[src/rtl/core/tisp_pkg.sv]
// Package for the typed integer sum parser: phase enum, status codes,
// kind helpers. No dependencies.
package tisp_pkg;

    typedef enum logic [2:0] {
        PH_TERM_START,
        PH_AFTER_MINUS,
        PH_DIGITS,
        PH_SUFFIX,
        PH_AFTER_TERM,
        PH_ERROR
    } t_phase;

    typedef enum logic [2:0] {
        SP_NONE   = 3'd0,
        SP_LETTER = 3'd1,
        SP_WANT6  = 3'd2,
        SP_WANT2  = 3'd3,
        SP_WANT4  = 3'd4,
        SP_DONE   = 3'd5
    } t_sprog;

    localparam logic [2:0] ST_OK       = 3'd0;
    localparam logic [2:0] ST_EMPTY    = 3'd1;
    localparam logic [2:0] ST_EXPECTED = 3'd2;
    localparam logic [2:0] ST_DIGITS   = 3'd3;
    localparam logic [2:0] ST_SUFFIX   = 3'd4;
    localparam logic [2:0] ST_RANGE    = 3'd5;
    localparam logic [2:0] ST_OPERATOR = 3'd6;

    function automatic logic [63:0] umax(input logic [1:0] w);
        unique case (w)
            2'd0: umax = 64'hFF;
            2'd1: umax = 64'hFFFF;
            2'd2: umax = 64'hFFFF_FFFF;
            default: umax = 64'hFFFF_FFFF_FFFF_FFFF;
        endcase
    endfunction

    function automatic logic [63:0] smax(input logic [1:0] w);
        smax = umax(w) >> 1;
    endfunction

    function automatic logic [2:0] promote(input logic [2:0] a, input logic [2:0] b);
        logic [2:0] u;
        logic [2:0] s;
        u = a[2] ? b : a;
        s = a[2] ? a : b;
        if (a == b) promote = a;
        else if (a[2] == b[2]) promote = (a[1:0] > b[1:0]) ? a : b;
        else promote = (u[1:0] >= s[1:0]) ? u : s;
    endfunction

    function automatic logic is_ws(input logic [7:0] c);
        is_ws = (c == 8'd32) || (c >= 8'd9 && c <= 8'd13);
    endfunction

    function automatic logic is_dig(input logic [7:0] c);
        is_dig = (c >= 8'd48) && (c <= 8'd57);
    endfunction

endpackage

[src/rtl/core/typed_integer_sum_parser.sv]
// Typed integer sum parser: one character per word, one result per zero byte.
// A result is registered in the cycle after the zero byte is accepted.
// Throughput: one character per cycle unless an unread result stalls the input;
// the digit step (times ten plus digit) and term add/range check fit in that cycle.
// Reset: synchronous active low, returns to the start of an expression.
// Depends on tisp_pkg.
module typed_integer_sum_parser (
    input  logic         i_clk,
    input  logic         i_rst_n,
    input  logic         s_axis_tvalid,
    output logic         s_axis_tready,
    input  logic [7:0]   s_axis_tdata,   // [7:0] char_code
    output logic         m_axis_tvalid,
    input  logic         m_axis_tready,
    output logic [135:0] m_axis_tdata    // [2:0] status, [66:3] unsigned_sum,
                                         // [130:67] signed_sum, [131] sum_is_unsigned
);
    import tisp_pkg::*;

    t_phase      r_phase, n_phase;
    t_sprog      r_sp, n_sp;
    logic [63:0] r_acc, n_acc;
    logic        r_ovf, n_ovf;
    logic        r_neg, n_neg;
    logic [2:0]  r_tk, n_tk;
    logic [63:0] r_tot, n_tot;
    logic [2:0]  r_totk, n_totk;
    logic        r_first, n_first;
    logic [2:0]  r_err, n_err;
    logic        r_ov;
    logic [131:0] r_out;

    logic        take;
    logic [7:0]  c;
    logic [3:0]  d;
    logic [67:0] mul;
    logic [63:0] bits, usum, tlim;
    logic        ucarry, term_fail;
    logic [2:0]  term_code, pk;
    logic        sum_fail;
    logic [64:0] ssum;
    logic [63:0] smx;
    logic [2:0]  fst;
    logic [63:0] fin_tot;
    logic [2:0]  fin_tk;

    assign s_axis_tready = !r_ov || m_axis_tready;
    assign take = s_axis_tvalid && s_axis_tready;
    assign c = s_axis_tdata;
    assign d = c[3:0] - 4'd0;
    assign mul = {4'd0, r_acc} * 68'd10 + {64'd0, d};

    // term completion checks, sum range check and next total
    always_comb begin
        tlim = smax(r_tk[1:0]) + {63'd0, r_neg};
        bits = (r_tk[2] && r_neg) ? (64'd0 - r_acc) : r_acc;
        term_fail = 1'b0;
        term_code = ST_RANGE;
        if (!r_tk[2] && r_neg) begin
            term_fail = 1'b1; term_code = ST_DIGITS;
        end else if (r_ovf) term_fail = 1'b1;
        else if (!r_tk[2] && r_acc > umax(r_tk[1:0])) term_fail = 1'b1;
        else if (r_tk[2] && r_acc > tlim) term_fail = 1'b1;
        pk = promote(r_totk, r_tk);
        {ucarry, usum} = {1'b0, r_tot} + {1'b0, bits};
        ssum = {r_tot[63], r_tot} + {bits[63], bits};
        smx = smax(pk[1:0]);
        if (!pk[2]) sum_fail = ucarry || (usum > umax(pk[1:0]));
        else sum_fail = ($signed(ssum) > $signed({1'b0, smx})) ||
                        ($signed(ssum) < $signed(~{1'b0, smx}));
        fin_tot = r_first ? bits : usum;
        fin_tk  = r_first ? r_tk : pk;
    end

    always_comb begin
        n_phase = r_phase; n_sp = r_sp; n_acc = r_acc; n_ovf = r_ovf;
        n_neg = r_neg; n_tk = r_tk; n_tot = r_tot; n_totk = r_totk;
        n_first = r_first; n_err = r_err;
        fst = ST_OK;
        unique case (r_phase)
            PH_TERM_START: begin
                if (c == 8'd0) fst = r_first ? ST_EMPTY : ST_EXPECTED;
                else if (is_ws(c)) ;
                else if (c == 8'h2D) begin n_neg = 1'b1; n_phase = PH_AFTER_MINUS; end
                else if (is_dig(c)) begin
                    n_acc = {60'd0, d}; n_ovf = 1'b0; n_phase = PH_DIGITS;
                end else fst = (c == 8'h2B) ? ST_EXPECTED : ST_DIGITS;
            end
            PH_AFTER_MINUS: begin
                if (is_dig(c)) begin
                    n_acc = {60'd0, d}; n_ovf = 1'b0; n_phase = PH_DIGITS;
                end else fst = (c == 8'd0 || c == 8'h2B) ? ST_EXPECTED : ST_DIGITS;
            end
            PH_DIGITS: begin
                if (is_dig(c)) begin
                    if (mul[67:64] != 4'd0) n_ovf = 1'b1;
                    n_acc = mul[63:0];
                end else if (c == 8'h55 || c == 8'h49) begin
                    n_tk = (c == 8'h55) ? 3'd0 : 3'd4;
                    n_sp = SP_LETTER; n_phase = PH_SUFFIX;
                end else if (c == 8'd0 || c == 8'h75 || c == 8'h69 || c == 8'h2B ||
                             is_ws(c) || (c >= 8'h41 && c <= 8'h5A)) fst = ST_SUFFIX;
                else fst = ST_DIGITS;
            end
            PH_SUFFIX: begin
                unique case (r_sp)
                    SP_LETTER: begin
                        if (c == 8'h38) n_sp = SP_DONE;
                        else if (c == 8'h31) n_sp = SP_WANT6;
                        else if (c == 8'h33) n_sp = SP_WANT2;
                        else if (c == 8'h36) n_sp = SP_WANT4;
                        else fst = ST_SUFFIX;
                    end
                    SP_WANT6: if (c == 8'h36) begin n_tk = r_tk | 3'd1; n_sp = SP_DONE; end
                              else fst = ST_SUFFIX;
                    SP_WANT2: if (c == 8'h32) begin n_tk = r_tk | 3'd2; n_sp = SP_DONE; end
                              else fst = ST_SUFFIX;
                    SP_WANT4: if (c == 8'h34) begin n_tk = r_tk | 3'd3; n_sp = SP_DONE; end
                              else fst = ST_SUFFIX;
                    SP_DONE: begin
                        if (c != 8'd0 && c != 8'h2B && !is_ws(c)) fst = ST_SUFFIX;
                        else if (term_fail) fst = term_code;
                        else if (!r_first && sum_fail) fst = ST_RANGE;
                        else begin
                            n_tot = fin_tot; n_totk = fin_tk; n_first = 1'b0;
                            n_neg = 1'b0; n_sp = SP_NONE;
                            n_phase = (c == 8'h2B) ? PH_TERM_START : PH_AFTER_TERM;
                        end
                    end
                    default: fst = ST_SUFFIX;
                endcase
            end
            PH_AFTER_TERM: begin
                if (c == 8'h2B) n_phase = PH_TERM_START;
                else if (c != 8'd0 && !is_ws(c)) fst = ST_OPERATOR;
            end
            default: ;
        endcase
        if (fst != ST_OK) begin n_err = fst; n_phase = PH_ERROR; end
    end

    always_ff @(posedge i_clk) begin
        if (!i_rst_n) begin
            r_phase <= PH_TERM_START; r_sp <= SP_NONE; r_acc <= '0; r_ovf <= 1'b0;
            r_neg <= 1'b0; r_tk <= '0; r_tot <= '0; r_totk <= '0;
            r_first <= 1'b1; r_err <= ST_OK; r_ov <= 1'b0;
        end else begin
            if (m_axis_tready && !(take && c == 8'd0)) r_ov <= 1'b0;
            if (take) begin
                if (c == 8'd0) begin
                    // emit and restart the expression
                    r_ov <= 1'b1;
                    if (n_err != ST_OK || n_first)
                        r_out <= {1'b0, 64'd0, 64'd0, (n_err != ST_OK) ? n_err : ST_EMPTY};
                    else
                        r_out <= {!n_totk[2], n_tot, n_tot, ST_OK};
                    r_phase <= PH_TERM_START; r_sp <= SP_NONE; r_acc <= '0;
                    r_ovf <= 1'b0; r_neg <= 1'b0; r_tk <= '0; r_tot <= '0;
                    r_totk <= '0; r_first <= 1'b1; r_err <= ST_OK;
                end else begin
                    r_phase <= n_phase; r_sp <= n_sp; r_acc <= n_acc; r_ovf <= n_ovf;
                    r_neg <= n_neg; r_tk <= n_tk; r_tot <= n_tot; r_totk <= n_totk;
                    r_first <= n_first; r_err <= n_err;
                end
            end
        end
    end

    assign m_axis_tvalid = r_ov;
    assign m_axis_tdata = {4'd0, r_out};

`ifndef ASSERT_OFF
    a_err_phase: assert property (@(posedge i_clk) disable iff (!i_rst_n)
        (r_err != ST_OK) |-> (r_phase == PH_ERROR)) else $error("error without phase");
    a_ok_fields: assert property (@(posedge i_clk) disable iff (!i_rst_n)
        (r_ov && r_out[2:0] != ST_OK) |-> (r_out[131:3] == '0)) else $error("nonzero on err");
    a_zero_emits: assert property (@(posedge i_clk) disable iff (!i_rst_n)
        (take && c == 8'd0) |=> r_ov) else $error("no result");
    a_first_tot: assert property (@(posedge i_clk) disable iff (!i_rst_n)
        r_first |-> (r_tot == '0)) else $error("total before term");
`endif
endmodule
[config.mk]
export PLATFORM = sky130hd
export DESIGN_NAME = typed_integer_sum_parser
export DESIGN_NICKNAME = d
export VERILOG_FILES = /design/src/rtl/core/tisp_pkg.sv /design/src/rtl/core/typed_integer_sum_parser.sv
export SDC_FILE = /design/constraint.sdc
export NUM_CORES = 1
export LEC_CHECK = 0
export BUFFER_PORTS_ARGS = -buffer_cell sky130_fd_sc_hd__buf_2
export CAP_MARGIN = 15
export CELL_PAD_IN_SITES_DETAIL_PLACEMENT = 0
export CELL_PAD_IN_SITES_GLOBAL_PLACEMENT = 2
export CORE_MARGIN = 3
export CORE_UTILIZATION = 39
export CTS_BUF_LIST = sky130_fd_sc_hd__clkbuf_4 sky130_fd_sc_hd__clkbuf_8
export DETAILED_ROUTE_END_ITERATION = 10
export PLACE_DENSITY_LB_ADDON = 0.05
export SYNTH_ARGS = -nofsm -noshare
export SYNTH_HDL_FRONTEND = slang
export SYNTH_SLANG_ARGS = --single-unit
[constraint.sdc]
create_clock -name i_clk -period 8.85 [get_ports i_clk]
set_input_delay 0.885 -clock i_clk [delete_from_list [all_inputs] [get_ports i_clk]]
set_output_delay 0.885 -clock i_clk [all_outputs]
set_load 0.01 [all_outputs]
==> flow_metrics.tcl <==
set metrics [dict create \
    cp_top_family "simple AND/OR/NAND/NOR gates" \
    insertion_delay_ns 0.66 \
    max_freq_mhz 118 \
    crit_path_top_delay_cell "or4_4" \
    routed_via_density 5.84 \
    ys_seq_elements 215 \
    syn_area_um2 27900 \
    synth_most_common_cell "ha_1" \
    overflow 0 \
    min_period_ns 8.46 \
    dieHeight_um 274 \
    r2r-end "r_out[1]" \
    portBuffers 145 \
    drc 0 \
    fin_skew_ns 0.0500 \
    cp.required_ns 9.23 \
    drive_gt1_share_pct 18.5 \
    critPathLaunchType "flip-flop" \
    synthArstFlopShare_pct 0 \
    reg2reg_slack_ns 0.39 \
    placeableCoreArea_um2 70500 \
    hpwlAfterDp_um 84300 \
    yosysSeqAreaShare_pct 17.8 \
    drtIter0Drc 2199 \
    path_depth 35 \
    cts_inserted_buffers 43 \
    synth_top_area_share_pct 19.5 \
    yosysWarningCount 0 \
    dp.cells 4700 \
    arrival_ns 8.84 \
    io_pins 150 \
    p_leak_nw 14.9 \
    htreeDepth 2 \
    fin_nets 4265 \
    worstMarginPinSlew_ns 1.21 \
    drtPass1Iterations 6 \
    crit_type "reg -> reg" \
    rows 97 \
    r2r-start "r_acc[26]" \
    ant_nets 0 \
    utilization_pct 46.3 \
    post-route-period-util_pct 95.6 \
    maxCapViolations 0 \
    start_util_pct 39.6 \
    dieWidth_um 274 \
    cts_root_buf "clkbuf_8" \
    cts.sink_count 215 \
    outcome "finished, final reports clean" \
    power_mw 2.37 \
    die-area_um2 74900 \
    synthDistinctLibCells 113 \
    cp-endpoint "r_out[1]" \
    grt_pass1_vias 27287 \
    slew_viol_final 0 \
    crit_path_frequent_cell "buf_4" \
    finalSetupViolations 0 \
    slowest_delay_ns 0.58 \
    vias 27982 \
    rr_worst_depth 35 \
    antenna_found_initial 3 \
    ys.flop_type "dfxtp_1" \
    wl_per_cell_um 21.7 \
    grt_max_degree 55 \
    max-vdd-ir-drop_v 0.0000758 \
    fin_cells 4791 \
    path_buf_inv 5 \
    cellPowerDensity_nw_per_um2 72.6 \
    hold_buffers 0 \
    setup.worst_path.start "r_acc[26]" \
    synth-edff-count 68 \
    synth_top_area_cell "ha_1" \
    setup-tns-final_ns 0 \
    cp_max_fo 6 \
    gp_congestion 0.944 \
    fillers 7122 \
    cts_tree "done" \
    clk_path_buf_depth 3 \
    worstHoldPathType "reg -> reg" \
    grt_usage_pct 26.9 \
    grt_pass1_wl_um 160000 \
    syn2layout_area_growth_pct 16.8 \
    relSlewSlack_pct 18.7 \
    synthTopCellsByArea "ha_1 20%, dfxtp_1 11%, edfxtp_1 7.3%" \
    finalHoldViolCount 0 \
    end_kind "flip-flop" \
    finalWirelength_um 104000 \
    avgSynthCellArea_um2 7.89 \
    syn_inst 3540 \
    path_clk_slew_ns 0.07 \
    yosys-top-cells-count "436 x ha_1, 359 x nor2_1, 288 x a21oi_1, 267 x nand2_1, 183 x o21ai_0" \
]
-- registers in the layout, summed over array words and instances, names as in the netlist --
register,flops
r_totk,3
r_err,3
r_first,1
m_axis_tvalid,1
r_tk,3
r_sp,3
r_tot,64
r_neg,1
r_ovf,1
r_phase,3
r_acc,64
r_out,68
-- final cells by class --
| type | count | area [um2] | area share (%) |
|---|---|---|---|
| Multi-Input combinational cell | 2982 | 22000 | 67.4 |
| Inverter | 143 | 538 | 1.65 |
| Clock inverter | 18 | 233 | 0.713 |
| Sequential cell | 215 | 4990 | 15.3 |
| Tap cell | 940 | 1180 | 3.60 |
| Antenna cell | 2 | 5.00 | 0.0153 |
| Clock buffer | 62 | 778 | 2.38 |
| Timing Repair Buffer | 429 | 2920 | 8.96 |
-- per-stage QoR --
step,setup WS (ns),cell area [um2],hold WS (ns)
after detailed placement,-0.721,31000,0.474
after global placement,-0.762,31000,0.470
final,0.386,32600,0.481
after CTS,0.0135,32100,0.465
after global routing,-0.0432,32600,0.508
after floorplan,0.667,28000,0.445
-- worst min-delay path by stage --
stage | cells after the start | startpoint | slack (ns) | to
floorplan | 2 | r_tot[40] | 0.44 | r_tot[40]
global placement | 2 | r_tot[36] | 0.47 | r_tot[36]
detailed placement | 2 | r_tot[40] | 0.47 | r_tot[40]
CTS | 3 | s_axis_tvalid | 0.47 | m_axis_tvalid
global route | 3 | s_axis_tvalid | 0.51 | m_axis_tvalid
finish | 2 | r_tot[40] | 0.48 | r_tot[40]
-- cell usage in the layout, fill, tap and decap left out, types with 90 or more instances in the layout --
| master | instances |
|---|---|
| a21o_1 | 92 |
| a21oi_1 | 282 |
| buf_2 | 145 |
| buf_4 | 276 |
| dfxtp_1 | 146 |
| ha_1 | 428 |
| inv_1 | 137 |
| nand2_1 | 263 |
| nand3_1 | 90 |
| nor2_1 | 354 |
| o21ai_0 | 174 |
| xnor2_1 | 120 |
-- worst reg2reg max path, delay by kind of cell, from the launching register on --
| kind | cells | cell delay, ns |
|---|---|---|
| AO/OA/AOI/OAI | 13 | 2.31 |
| XOR/XNOR | 2 | 0.51 |
| adder cells (fa/ha/maj) | 2 | 0.65 |
| buffers and inverters | 5 | 0.89 |
| flip-flops | 1 | 0.30 |
| AND/OR/NAND/NOR | 13 | 3.57 |
-- report_power, final --
| group | switching (mW) | internal (mW) |
|---|---|---|
| combinational | 0.0698 | 0.0345 |
| clock | 0.525 | 0.719 |
| sequential | 0.00717 | 1.01 |
-- what timing repair did --
| item | in CTS | in global routing |
|---|---|---|
| endpoints found under the setup margin | 144 | 144 |
| buffers inserted | 3 | 6 |
| resized for setup | 17 | 103 |
| pin swaps | 3 | 14 |
-- layer usage --
layer  up-vias  global-route usage, %  wire length [um]
met5         -                      0                 0
met4         0                   8.20              3190
met3       160                   2.43              4080
met2       658                   43.9             46900
met1     13471                   37.4             49800
li1      13693                      -                 -
-- kinds of logic (layout without fill, tap and decap cells) --
kind of cell	after synthesis	in the layout	synth area share, %
other	1	6	0.0134
buffers and inverters	346	652	5.74
AOI/OAI and AO/OA	1032	1032	24.7
muxes	94	94	3.52
DFF	215	215	17.8
and+or+nand+nor	1194	1194	21.5
xor gates and xnor gates	217	217	6.85
adders and majority gates	441	441	19.8
No activity file was read; power rests on OpenSTA's default activity.
